**src/design/assert_macros.svh**
```systemverilog
// assertion macros for the timer queue rtl
`ifndef ASSERT_MACROS_SVH
`define ASSERT_MACROS_SVH

// same-cycle implication, checked outside reset
`define SDTQ_ASSERT(label, clk, rstn, ante, cons, msg) \
    label: assert property (@(posedge clk) disable iff (!rstn) (ante) |-> (cons)) \
        else $error(msg);

// next-cycle implication, checked outside reset
`define SDTQ_ASSERT_NEXT(label, clk, rstn, ante, cons, msg) \
    label: assert property (@(posedge clk) disable iff (!rstn) (ante) |=> (cons)) \
        else $error(msg);

`endif

```
**src/design/sdtq_pkg.sv**
```systemverilog
// shared constants and controller/datapath interface types for the timer queue
package sdtq_pkg;

    localparam int ENTRIES   = 16;
    localparam int TIME_BITS = 48;
    localparam int SLOT_W    = 4;
    localparam int DELAY_W   = 32;
    localparam int ACT_W     = 3;
    localparam int KIND_W    = 2;
    localparam int IDX_W     = $clog2(ENTRIES);
    localparam int CNT_W     = $clog2(ENTRIES + 1);

    localparam logic [CNT_W-1:0] ENTRY_CNT = CNT_W'(ENTRIES);

    // action codes
    localparam logic [ACT_W-1:0] ACT_REARM      = 3'd0;
    localparam logic [ACT_W-1:0] ACT_CANCEL     = 3'd1;
    localparam logic [ACT_W-1:0] ACT_QUERY      = 3'd2;
    localparam logic [ACT_W-1:0] ACT_RUN        = 3'd3;
    localparam logic [ACT_W-1:0] ACT_CANCEL_ALL = 3'd4;

    // result kinds
    localparam logic [KIND_W-1:0] KIND_EXPIRED   = 2'd0;
    localparam logic [KIND_W-1:0] KIND_CANCELLED = 2'd1;
    localparam logic [KIND_W-1:0] KIND_DONE      = 2'd2;

    typedef struct packed {
        logic load;         // capture a new input word
        logic unlink;       // drop the item slot from the list
        logic idx_inc;      // advance the walk index
        logic insert;       // place the item slot at the walk index
        logic pop;          // emit head as expired and drop it
        logic call_emit;    // emit entry at walk index as cancelled
        logic call_clear;   // empty the list
        logic emit_cancel;  // emit item slot as cancelled
        logic emit_done;    // emit completion word
    } dp_cmd_t;

    typedef struct packed {
        logic [ACT_W-1:0] action;
        logic             slot_ok;
        logic             pending;
        logic             match;
        logic             idx_lt_cnt;
        logic             later;
        logic             expired;
        logic             out_free;
    } dp_sts_t;

endpackage

```
**src/design/sdtq_ctrl.sv**
```systemverilog
// controller state machine sequencing one timer action at a time
module sdtq_ctrl (
    input  logic              aclk,
    input  logic              aresetn,
    input  logic              s_valid,
    output logic              s_ready,
    input  sdtq_pkg::dp_sts_t sts,
    output sdtq_pkg::dp_cmd_t cmd
);
    import sdtq_pkg::*;

    typedef enum logic [7:0] {
        ST_IDLE   = 8'b0000_0001,
        ST_DECODE = 8'b0000_0010,
        ST_UNLINK = 8'b0000_0100,
        ST_CANCEL = 8'b0000_1000,
        ST_INSERT = 8'b0001_0000,
        ST_RUN    = 8'b0010_0000,
        ST_CALL   = 8'b0100_0000,
        ST_DONE   = 8'b1000_0000
    } state_t;

    state_t state_reg, state_next;

    assign s_ready = (state_reg == ST_IDLE);

    always_comb begin
        state_next = state_reg;
        cmd        = '0;
        unique case (state_reg)
            ST_IDLE: begin
                if (s_valid) begin
                    cmd.load   = 1'b1;
                    state_next = ST_DECODE;
                end
            end
            ST_DECODE: begin
                unique case (sts.action)
                    ACT_REARM: begin
                        if (!sts.slot_ok) state_next = ST_DONE;
                        else if (sts.pending) state_next = ST_UNLINK;
                        else state_next = ST_INSERT;
                    end
                    ACT_CANCEL: begin
                        if (sts.slot_ok && sts.pending) state_next = ST_UNLINK;
                        else state_next = ST_DONE;
                    end
                    ACT_RUN:        state_next = ST_RUN;
                    ACT_CANCEL_ALL: state_next = ST_CALL;
                    default:        state_next = ST_DONE;
                endcase
            end
            ST_UNLINK: begin
                if (sts.match || !sts.idx_lt_cnt) begin
                    cmd.unlink = 1'b1;
                    state_next = (sts.action == ACT_REARM) ? ST_INSERT : ST_CANCEL;
                end else begin
                    cmd.idx_inc = 1'b1;
                end
            end
            ST_CANCEL: begin
                if (sts.out_free) begin
                    cmd.emit_cancel = 1'b1;
                    state_next      = ST_DONE;
                end
            end
            ST_INSERT: begin
                if (sts.idx_lt_cnt && sts.later) begin
                    cmd.idx_inc = 1'b1;
                end else begin
                    cmd.insert = 1'b1;
                    state_next = ST_DONE;
                end
            end
            ST_RUN: begin
                if (!sts.expired) begin
                    state_next = ST_DONE;
                end else if (sts.out_free) begin
                    cmd.pop = 1'b1;
                end
            end
            ST_CALL: begin
                if (!sts.idx_lt_cnt) begin
                    cmd.call_clear = 1'b1;
                    state_next     = ST_DONE;
                end else if (sts.out_free) begin
                    cmd.call_emit = 1'b1;
                end
            end
            ST_DONE: begin
                if (sts.out_free) begin
                    cmd.emit_done = 1'b1;
                    state_next    = ST_IDLE;
                end
            end
            default: state_next = ST_IDLE;
        endcase
    end

    always_ff @(posedge aclk) begin
        if (!aresetn) begin
            state_reg <= ST_IDLE;
        end else begin
            state_reg <= state_next;
        end
    end

endmodule

```
**src/design/sdtq_datapath.sv**
```systemverilog
// timer list storage, walk index, compare logic and result word register
`include "assert_macros.svh"

module sdtq_datapath (
    input  logic                                aclk,
    input  logic                                aresetn,
    input  logic [sdtq_pkg::ACT_W-1:0]          s_action,
    input  logic [sdtq_pkg::SLOT_W-1:0]         s_slot,
    input  logic [sdtq_pkg::DELAY_W-1:0]        s_delay,
    input  logic [sdtq_pkg::TIME_BITS-1:0]      s_now,
    input  sdtq_pkg::dp_cmd_t                   cmd,
    output sdtq_pkg::dp_sts_t                   sts,
    input  logic                                m_ready,
    output logic                                m_valid,
    output logic [sdtq_pkg::KIND_W-1:0]         m_kind,
    output logic [sdtq_pkg::SLOT_W-1:0]         m_which_slot,
    output logic                                m_is_pending,
    output logic                                m_was_empty,
    output logic [sdtq_pkg::TIME_BITS-1:0]      m_next_delay,
    output logic                                m_last
);
    import sdtq_pkg::*;

    // item registers
    logic [ACT_W-1:0]     action_reg;
    logic [SLOT_W-1:0]    slot_reg;
    logic [TIME_BITS-1:0] sum_reg;
    logic                 empty_reg;

    // queue state
    logic [SLOT_W-1:0]    order_reg    [ENTRIES];
    logic [TIME_BITS-1:0] deadline_reg [ENTRIES];
    logic [ENTRIES-1:0]   flag_reg;
    logic [CNT_W-1:0]     count_reg;
    logic [TIME_BITS-1:0] stored_reg;
    logic [CNT_W-1:0]     idx_reg;

    // result word
    logic                 m_valid_reg;
    logic [KIND_W-1:0]    kind_reg;
    logic [SLOT_W-1:0]    which_reg;
    logic                 pend_reg;
    logic                 wempty_reg;
    logic [TIME_BITS-1:0] ndelay_reg;
    logic                 last_reg;

    logic [TIME_BITS:0]   sum_wide;
    logic [TIME_BITS-1:0] sum_sat;
    logic                 in_slot_ok;
    logic [SLOT_W-1:0]    order_rd;
    logic [TIME_BITS-1:0] dl_rd;
    logic                 out_free;
    logic                 emit_any;
    logic                 shift_left;
    logic                 can_insert;

    // saturating deadline from the stored time
    assign sum_wide   = {1'b0, stored_reg} + (TIME_BITS + 1)'(s_delay);
    assign sum_sat    = sum_wide[TIME_BITS] ? '1 : sum_wide[TIME_BITS-1:0];
    assign in_slot_ok = ({1'b0, s_slot} < ENTRY_CNT);

    assign order_rd = order_reg[idx_reg[IDX_W-1:0]];
    assign dl_rd    = deadline_reg[order_rd];
    assign out_free = !m_valid_reg || m_ready;
    assign emit_any = cmd.emit_cancel || cmd.pop || cmd.call_emit || cmd.emit_done;

    assign sts.action     = action_reg;
    assign sts.slot_ok    = ({1'b0, slot_reg} < ENTRY_CNT);
    assign sts.pending    = flag_reg[slot_reg];
    assign sts.idx_lt_cnt = (idx_reg < count_reg);
    assign sts.match      = sts.idx_lt_cnt && (order_rd == slot_reg);
    assign sts.later      = (sum_reg > dl_rd);
    assign sts.expired    = (count_reg != '0) && (dl_rd <= stored_reg);
    assign sts.out_free   = out_free;

    assign shift_left = (cmd.unlink && sts.match) || cmd.pop;
    assign can_insert = cmd.insert && (count_reg < ENTRY_CNT);

    // control state
    always_ff @(posedge aclk) begin
        if (!aresetn) begin
            flag_reg    <= '0;
            count_reg   <= '0;
            stored_reg  <= '0;
            idx_reg     <= '0;
            m_valid_reg <= 1'b0;
        end else begin
            if (cmd.load) begin
                idx_reg <= '0;
                if (s_action == ACT_RUN) stored_reg <= s_now;
            end else if (cmd.unlink) begin
                idx_reg <= '0;
            end else if (cmd.idx_inc || cmd.call_emit) begin
                idx_reg <= idx_reg + CNT_W'(1);
            end

            if (cmd.unlink) flag_reg[slot_reg] <= 1'b0;
            if (can_insert) flag_reg[slot_reg] <= 1'b1;
            if (cmd.pop || cmd.call_emit) flag_reg[order_rd] <= 1'b0;

            if (shift_left) count_reg <= count_reg - CNT_W'(1);
            else if (can_insert) count_reg <= count_reg + CNT_W'(1);
            else if (cmd.call_clear) count_reg <= '0;

            if (emit_any) m_valid_reg <= 1'b1;
            else if (m_ready) m_valid_reg <= 1'b0;
        end
    end

    // list storage, deadlines and item payload
    always_ff @(posedge aclk) begin
        if (cmd.load) begin
            action_reg <= s_action;
            slot_reg   <= s_slot;
            sum_reg    <= sum_sat;
            empty_reg  <= (count_reg == '0);
            if (s_action == ACT_REARM && in_slot_ok) begin
                deadline_reg[s_slot] <= sum_sat;
            end
        end
        if (shift_left) begin
            for (int j = 0; j < ENTRIES - 1; j++) begin
                if (CNT_W'(j) >= idx_reg) order_reg[j] <= order_reg[j + 1];
            end
        end
        if (can_insert) begin
            for (int j = 1; j < ENTRIES; j++) begin
                if (CNT_W'(j) > idx_reg) order_reg[j] <= order_reg[j - 1];
            end
            order_reg[idx_reg[IDX_W-1:0]] <= slot_reg;
        end
    end

    // result word payload
    always_ff @(posedge aclk) begin
        if (emit_any) begin
            kind_reg   <= cmd.pop ? KIND_EXPIRED :
                          cmd.emit_done ? KIND_DONE : KIND_CANCELLED;
            which_reg  <= (cmd.pop || cmd.call_emit) ? order_rd : slot_reg;
            pend_reg   <= cmd.emit_done && (action_reg == ACT_QUERY) && sts.slot_ok &&
                          sts.pending;
            wempty_reg <= cmd.emit_done && (action_reg == ACT_RUN) && empty_reg;
            ndelay_reg <= (cmd.emit_done && (action_reg == ACT_RUN) && (count_reg != '0))
                          ? (dl_rd - stored_reg) : '0;
            last_reg   <= cmd.emit_done;
        end
    end

    assign m_valid      = m_valid_reg;
    assign m_kind       = kind_reg;
    assign m_which_slot = which_reg;
    assign m_is_pending = pend_reg;
    assign m_was_empty  = wempty_reg;
    assign m_next_delay = ndelay_reg;
    assign m_last       = last_reg;

    `SDTQ_ASSERT(a_count_range, aclk, aresetn, 1'b1, count_reg <= ENTRY_CNT, "queued count beyond capacity")
    `SDTQ_ASSERT(a_no_overwrite, aclk, aresetn, m_valid_reg && !m_ready, !emit_any, "result word overwritten while stalled")
    `SDTQ_ASSERT_NEXT(a_insert_grows, aclk, aresetn, can_insert, count_reg == $past(count_reg) + CNT_W'(1), "insert did not grow the queue")

endmodule

```
**src/design/sorted_deadline_timer_queue.sv**
```systemverilog
// top level of the sorted deadline timer queue
//
// input channel (s_*): one word per timer action: rearm, cancel, query,
// run at time, cancel all. s_ready is high only while the block is idle,
// so one action is worked on at a time.
// result channel (m_*): each action gives zero or more expired/cancelled
// words followed by one completion word with m_last set.
// each accepted action is decoded first; rearm walks the list once to
// unlink (if pending) and once to find its place, one entry per cycle;
// run and cancel all emit a word per expired or queued entry, held by a
// stalled receiver; query and idle-slot cancel go to the completion word.
// the walk rate is set by the single walk index over the ordered slot list.
// a single output register holds the current result word; when the
// receiver stalls, the controller waits before producing the next word,
// but list walks, unlinks and inserts can go on while a word is held.
// reset (aresetn low, synchronous) empties the queue, clears all pending
// flags and the stored time; no clearing pass is needed.
module sorted_deadline_timer_queue (
    input  logic                                aclk,
    input  logic                                aresetn,
    input  logic                                s_valid,
    output logic                                s_ready,
    input  logic [sdtq_pkg::ACT_W-1:0]          s_action,
    input  logic [sdtq_pkg::SLOT_W-1:0]         s_slot,
    input  logic [sdtq_pkg::DELAY_W-1:0]        s_delay,
    input  logic [sdtq_pkg::TIME_BITS-1:0]      s_now,
    output logic                                m_valid,
    input  logic                                m_ready,
    output logic [sdtq_pkg::KIND_W-1:0]         m_kind,
    output logic [sdtq_pkg::SLOT_W-1:0]         m_which_slot,
    output logic                                m_is_pending,
    output logic                                m_was_empty,
    output logic [sdtq_pkg::TIME_BITS-1:0]      m_next_delay,
    output logic                                m_last
);
    import sdtq_pkg::*;

    dp_cmd_t cmd;
    dp_sts_t sts;

    // sequencer: one state per phase of an action
    sdtq_ctrl u_ctrl (
        .aclk    (aclk),
        .aresetn (aresetn),
        .s_valid (s_valid),
        .s_ready (s_ready),
        .sts     (sts),
        .cmd     (cmd)
    );

    // ordered slot list, deadlines, stored time and the result word
    sdtq_datapath u_dp (
        .aclk         (aclk),
        .aresetn      (aresetn),
        .s_action     (s_action),
        .s_slot       (s_slot),
        .s_delay      (s_delay),
        .s_now        (s_now),
        .cmd          (cmd),
        .sts          (sts),
        .m_ready      (m_ready),
        .m_valid      (m_valid),
        .m_kind       (m_kind),
        .m_which_slot (m_which_slot),
        .m_is_pending (m_is_pending),
        .m_was_empty  (m_was_empty),
        .m_next_delay (m_next_delay),
        .m_last       (m_last)
    );

endmodule
```
**config.mk**
```make
export PLATFORM = sky130hd
export DESIGN_NAME = sorted_deadline_timer_queue
export DESIGN_NICKNAME = d
export VERILOG_FILES = /design/src/design/sdtq_pkg.sv /design/src/design/sdtq_ctrl.sv /design/src/design/sdtq_datapath.sv /design/src/design/sorted_deadline_timer_queue.sv
export VERILOG_INCLUDE_DIRS = /design/src /design/src/design
export SDC_FILE = /design/constraint.sdc
export NUM_CORES = 2
export LEC_CHECK = 0
export ABC_CLOCK_PERIOD_IN_PS = 9700
export BUFFER_PORTS_ARGS = -buffer_cell sky130_fd_sc_hd__buf_2
export CORE_MARGIN = 2
export CORE_UTILIZATION = 30
export CTS_CLUSTER_DIAMETER = 40
export DETAILED_ROUTE_END_ITERATION = 10
export PLACE_DENSITY_LB_ADDON = 0.2
export SETUP_SLACK_MARGIN = 0.1
export SLEW_MARGIN = 20
export SYNTH_ARGS = -nofsm -noshare
export SYNTH_HDL_FRONTEND = slang
export SYNTH_HIERARCHICAL = 1
export SYNTH_SLANG_ARGS = --single-unit
```
**constraint.sdc**
```tcl
create_clock -name aclk -period 9.7 [get_ports aclk]
set_input_delay 2.91 -clock aclk [delete_from_list [all_inputs] [get_ports aclk]]
set_output_delay 2.91 -clock aclk [all_outputs]
set_load 0.05 [all_outputs]
```
==> results.py <==
metrics = {
    "clocking": {
        "path_clk_slew_ns": 0.05,
        "clkLatencyLatePin_ns": 0.80,
        "cts-buffers-inserted": 151,
        "root_buffer": "clkbuf_16",
        "htree_levels": 4,
        "cts_sinks": 1032,
        "clockBufferDepth": 3,
        "cts_tree": "yes",
    },
    "power_and_ir_drop": {
        "vdd_drop_max_mv": 0.1750,
        "p_per_area_mw_per_mm2": 194.7,
        "p_leak_nw": 20.06,
    },
    "critical_path": {
        "cp.arrival_ns": 9.26,
        "r2r_cells": 24,
        "timing.rr.end": "u_dp/order_reg[12][3]",
        "end_kind": "register",
        "startpoint_type": "register",
        "critPathMaxFanout": 17,
        "critPathRequiredTime_ns": 10.10,
        "setup.worst_path.class": "reg -> reg",
        "rrSetupSlack_ns": 0.85,
    },
    "cells_and_area": {
        "multi_input_area_sq_mm": 0.01655,
        "instances_no_fill": 5798,
        "seq_area_sq_mm": 0.03012,
        "fillCellCount": 15190,
        "drive_gt1_share_pct": 20.47,
        "area_growth_pct": 18.32,
        "largest_reg_flops": 768,
        "fin_nets": 3828,
    },
    "routing": {
        "routed_wl_mm": 151.3,
        "drt_first_iter_violations": 3220,
        "wire_per_inst_um": 26.09,
        "antenna_left": 0,
        "drcViolationCount": 0,
        "first_pass_iters": 6,
        "viasPerCell": 5.149,
        "routed-via-count": 29850,
    },
    "timing": {
        "fmax_mhz": 113.0,
        "setup_viol": 0,
        "setup_tns_ns": 0,
        "min_period_ns": 8.852,
        "clock-skew-final_ns": 0.03977,
        "drv_slew": 0,
        "tightest_slew_ns": 1.045,
        "post-route-period-util_pct": 91.26,
        "finalHoldViolCount": 0,
        "relSlewSlack_pct": 30.31,
        "rsz0062_at_grt": "false",
    },
    "place": {
        "port_buffers": 149,
        "hpwl_mm": 98.75,
        "routabilityCongestion": 0.8856,
        "placed_cells": 5514,
    },
    "global_routing": {
        "grt_overflow_total": 0,
        "grt_pass1_wl_mm": 215.6,
        "grt_antenna_before_repair": 13,
        "grt_max_degree": 58,
        "track_usage_pct": 18.46,
        "grt_pass1_vias": 29550,
    },
    "yosys": {
        "postSynthAreaPerCell_sq_um": 14.09,
        "async_reset_ff_share_pct": 0,
        "synth_most_common_cell": "edfxtp_1",
        "synthFlopType": "edfxtp_1",
        "netlist_instances": 3384,
        "syn_area_sq_mm": 0.04768,
        "synthTopCellsByCount": "945 x edfxtp_1, 318 x nand2_1, 291 x nor2_1",
        "yosysTopAreaCellShare_pct": 59.52,
        "ys_seq_elements": 1032,
        "synth_cell_types": 85,
        "synth_nets": 3617,
        "yosysWarnings": 6,
        "synth_top_area_cell": "edfxtp_1",
        "synth-edff-count": 945,
        "ys_seq_area_share_pct": 63.17,
        "synthTopCellsByArea": "edfxtp_1 60%, mux4_2 10%, ha_1 3.7%",
    },
    "floorplan": {
        "io_pins": 150,
        "die_h_um": 402.7,
        "row_count": 146,
        "start_util_pct": 30.14,
        "design.die.area_sq_mm": 0.1621,
        "core-area_sq_mm": 0.1582,
        "die_width_um": 402.7,
    },
    "worst_hold_path": {
        "min_path_type": "reg -> reg",
        "min_to": "u_dp/stored_reg[33]",
        "hold_start": "u_dp/stored_reg[33]",
        "hold_depth": 2,
    },
    "status": {
        "status": "finished clean",
    },
    "flow_run": {
        "drv_cap": 0,
    },
}
==> stage by stage <==
step / area, sq um / hold WS, ns / worst slack, ns / total power [mW] / utilization, %
floorplan: 47680 / 0.4363 / 1.018 / 5.290 / -
global placement: 51220 / 0.4479 / 0.5757 / 5.486 / 32.38
detailed placement: 51230 / 0.4618 / 0.4132 / 5.486 / 32.38
CTS: 56400 / 0.4760 / 0.3809 / 11.10 / 35.65
global route: 56400 / 0.5118 / 0.1752 / 11.33 / 35.65
finish: 56410 / 0.4721 / 0.8475 / 10.99 / 35.66
==> worst max-delay path by stage <==
| stage | cells after the start | end | startpoint |
|---|---|---|---|
| 5_1_grt | 25 | u_dp/order_reg[12][3] | register |
| 3_5_place_dp | 25 | u_dp/order_reg[4][3] | register |
| 2_1_floorplan | 5 | u_dp/deadline_reg[0][0] | s_valid |
| 4_1_cts | 25 | u_dp/order_reg[4][1] | register |
| 3_3_place_gp | 25 | u_dp/order_reg[4][2] | register |
| 6_report | 24 | u_dp/order_reg[12][3] | register |
==> placed cells by master (no fill, tap or decap), types with 30 or more instances in the layout <==
cell,count
mux2i_1,159
nand3_1,52
mux4_2,213
inv_1,138
buf_4,64
edfxtp_1,945
nand2_1,317
a21o_1,66
buf_2,149
dfxtp_1,86
clkbuf_16,151
xor2_1,30
o21ai_0,138
a21oi_1,180
nor2_1,278
xnor2_1,32
ha_1,140
nor3_1,44
nand4_1,33
==> metal layers <==
metal,GRT usage (%),vias up,wire length (um),part of all wire (%)
li1,-,13370,-,-
met1,26.56,15200,69280,46
met2,27.69,1061,66680,44
met3,4.612,212,11940,7.9
met4,4.915,10,3290,2.2
met5,0,-,66,0.044
==> final cells by class <==
class	instances	share of cell area, %
Tap cell	2072	4.595
Clock buffer	171	6.884
Sequential cell	1032	53.39
Clock inverter	109	2.278
Multi-Input combinational cell	2045	29.33
Inverter	141	0.9382
Antenna cell	4	0.01774
Timing Repair Buffer	224	2.564
==> critical path, stage by stage (launching register included) <==
cell,delay (ns)
dfxtp_1,0.85
mux4_2,0.42
mux2i_1,0.12
o21ai_4,0.79
buf_4,0.53
mux2i_1,0.44
nor2_1,0.09
nor2_1,0.16
inv_1,0.06
ha_1,0.31
nor2b_1,0.16
o21a_1,0.19
o21ai_0,0.44
a21oi_1,0.18
nor3_1,0.54
o21a_1,0.28
o21a_1,0.27
o21ai_0,0.20
a21oi_1,0.38
nand4_1,0.23
nor2_1,0.43
inv_1,0.17
o41ai_4,0.20
nor2_1,0.29
a211oi_1,0.70
==> cells by family after synthesis <==
family	share of synthesized area, %
other	0.007865
adders and majority gates	3.758
xor gates and xnor gates	1.139
and+or+nand+nor	8.654
DFF	63.17
AOI/OAI and AO/OA	7.090
buffers and inverters	2.503
muxes	13.68
==> power by group <==
part,switching [mW],internal [mW],leakage [nW]
Combinational,0.312,0.123,8.20
Sequential,0.0326,4.93,9.38
Clock,2.19,3.40,2.48
==> repair_timing <==
action	in CTS	in global routing
setup endpoints to repair	0	71
gates resized for setup	0	2
buffers inserted	0	0
hold buffers	0	0
No activity file was read; power rests on OpenSTA's default activity.
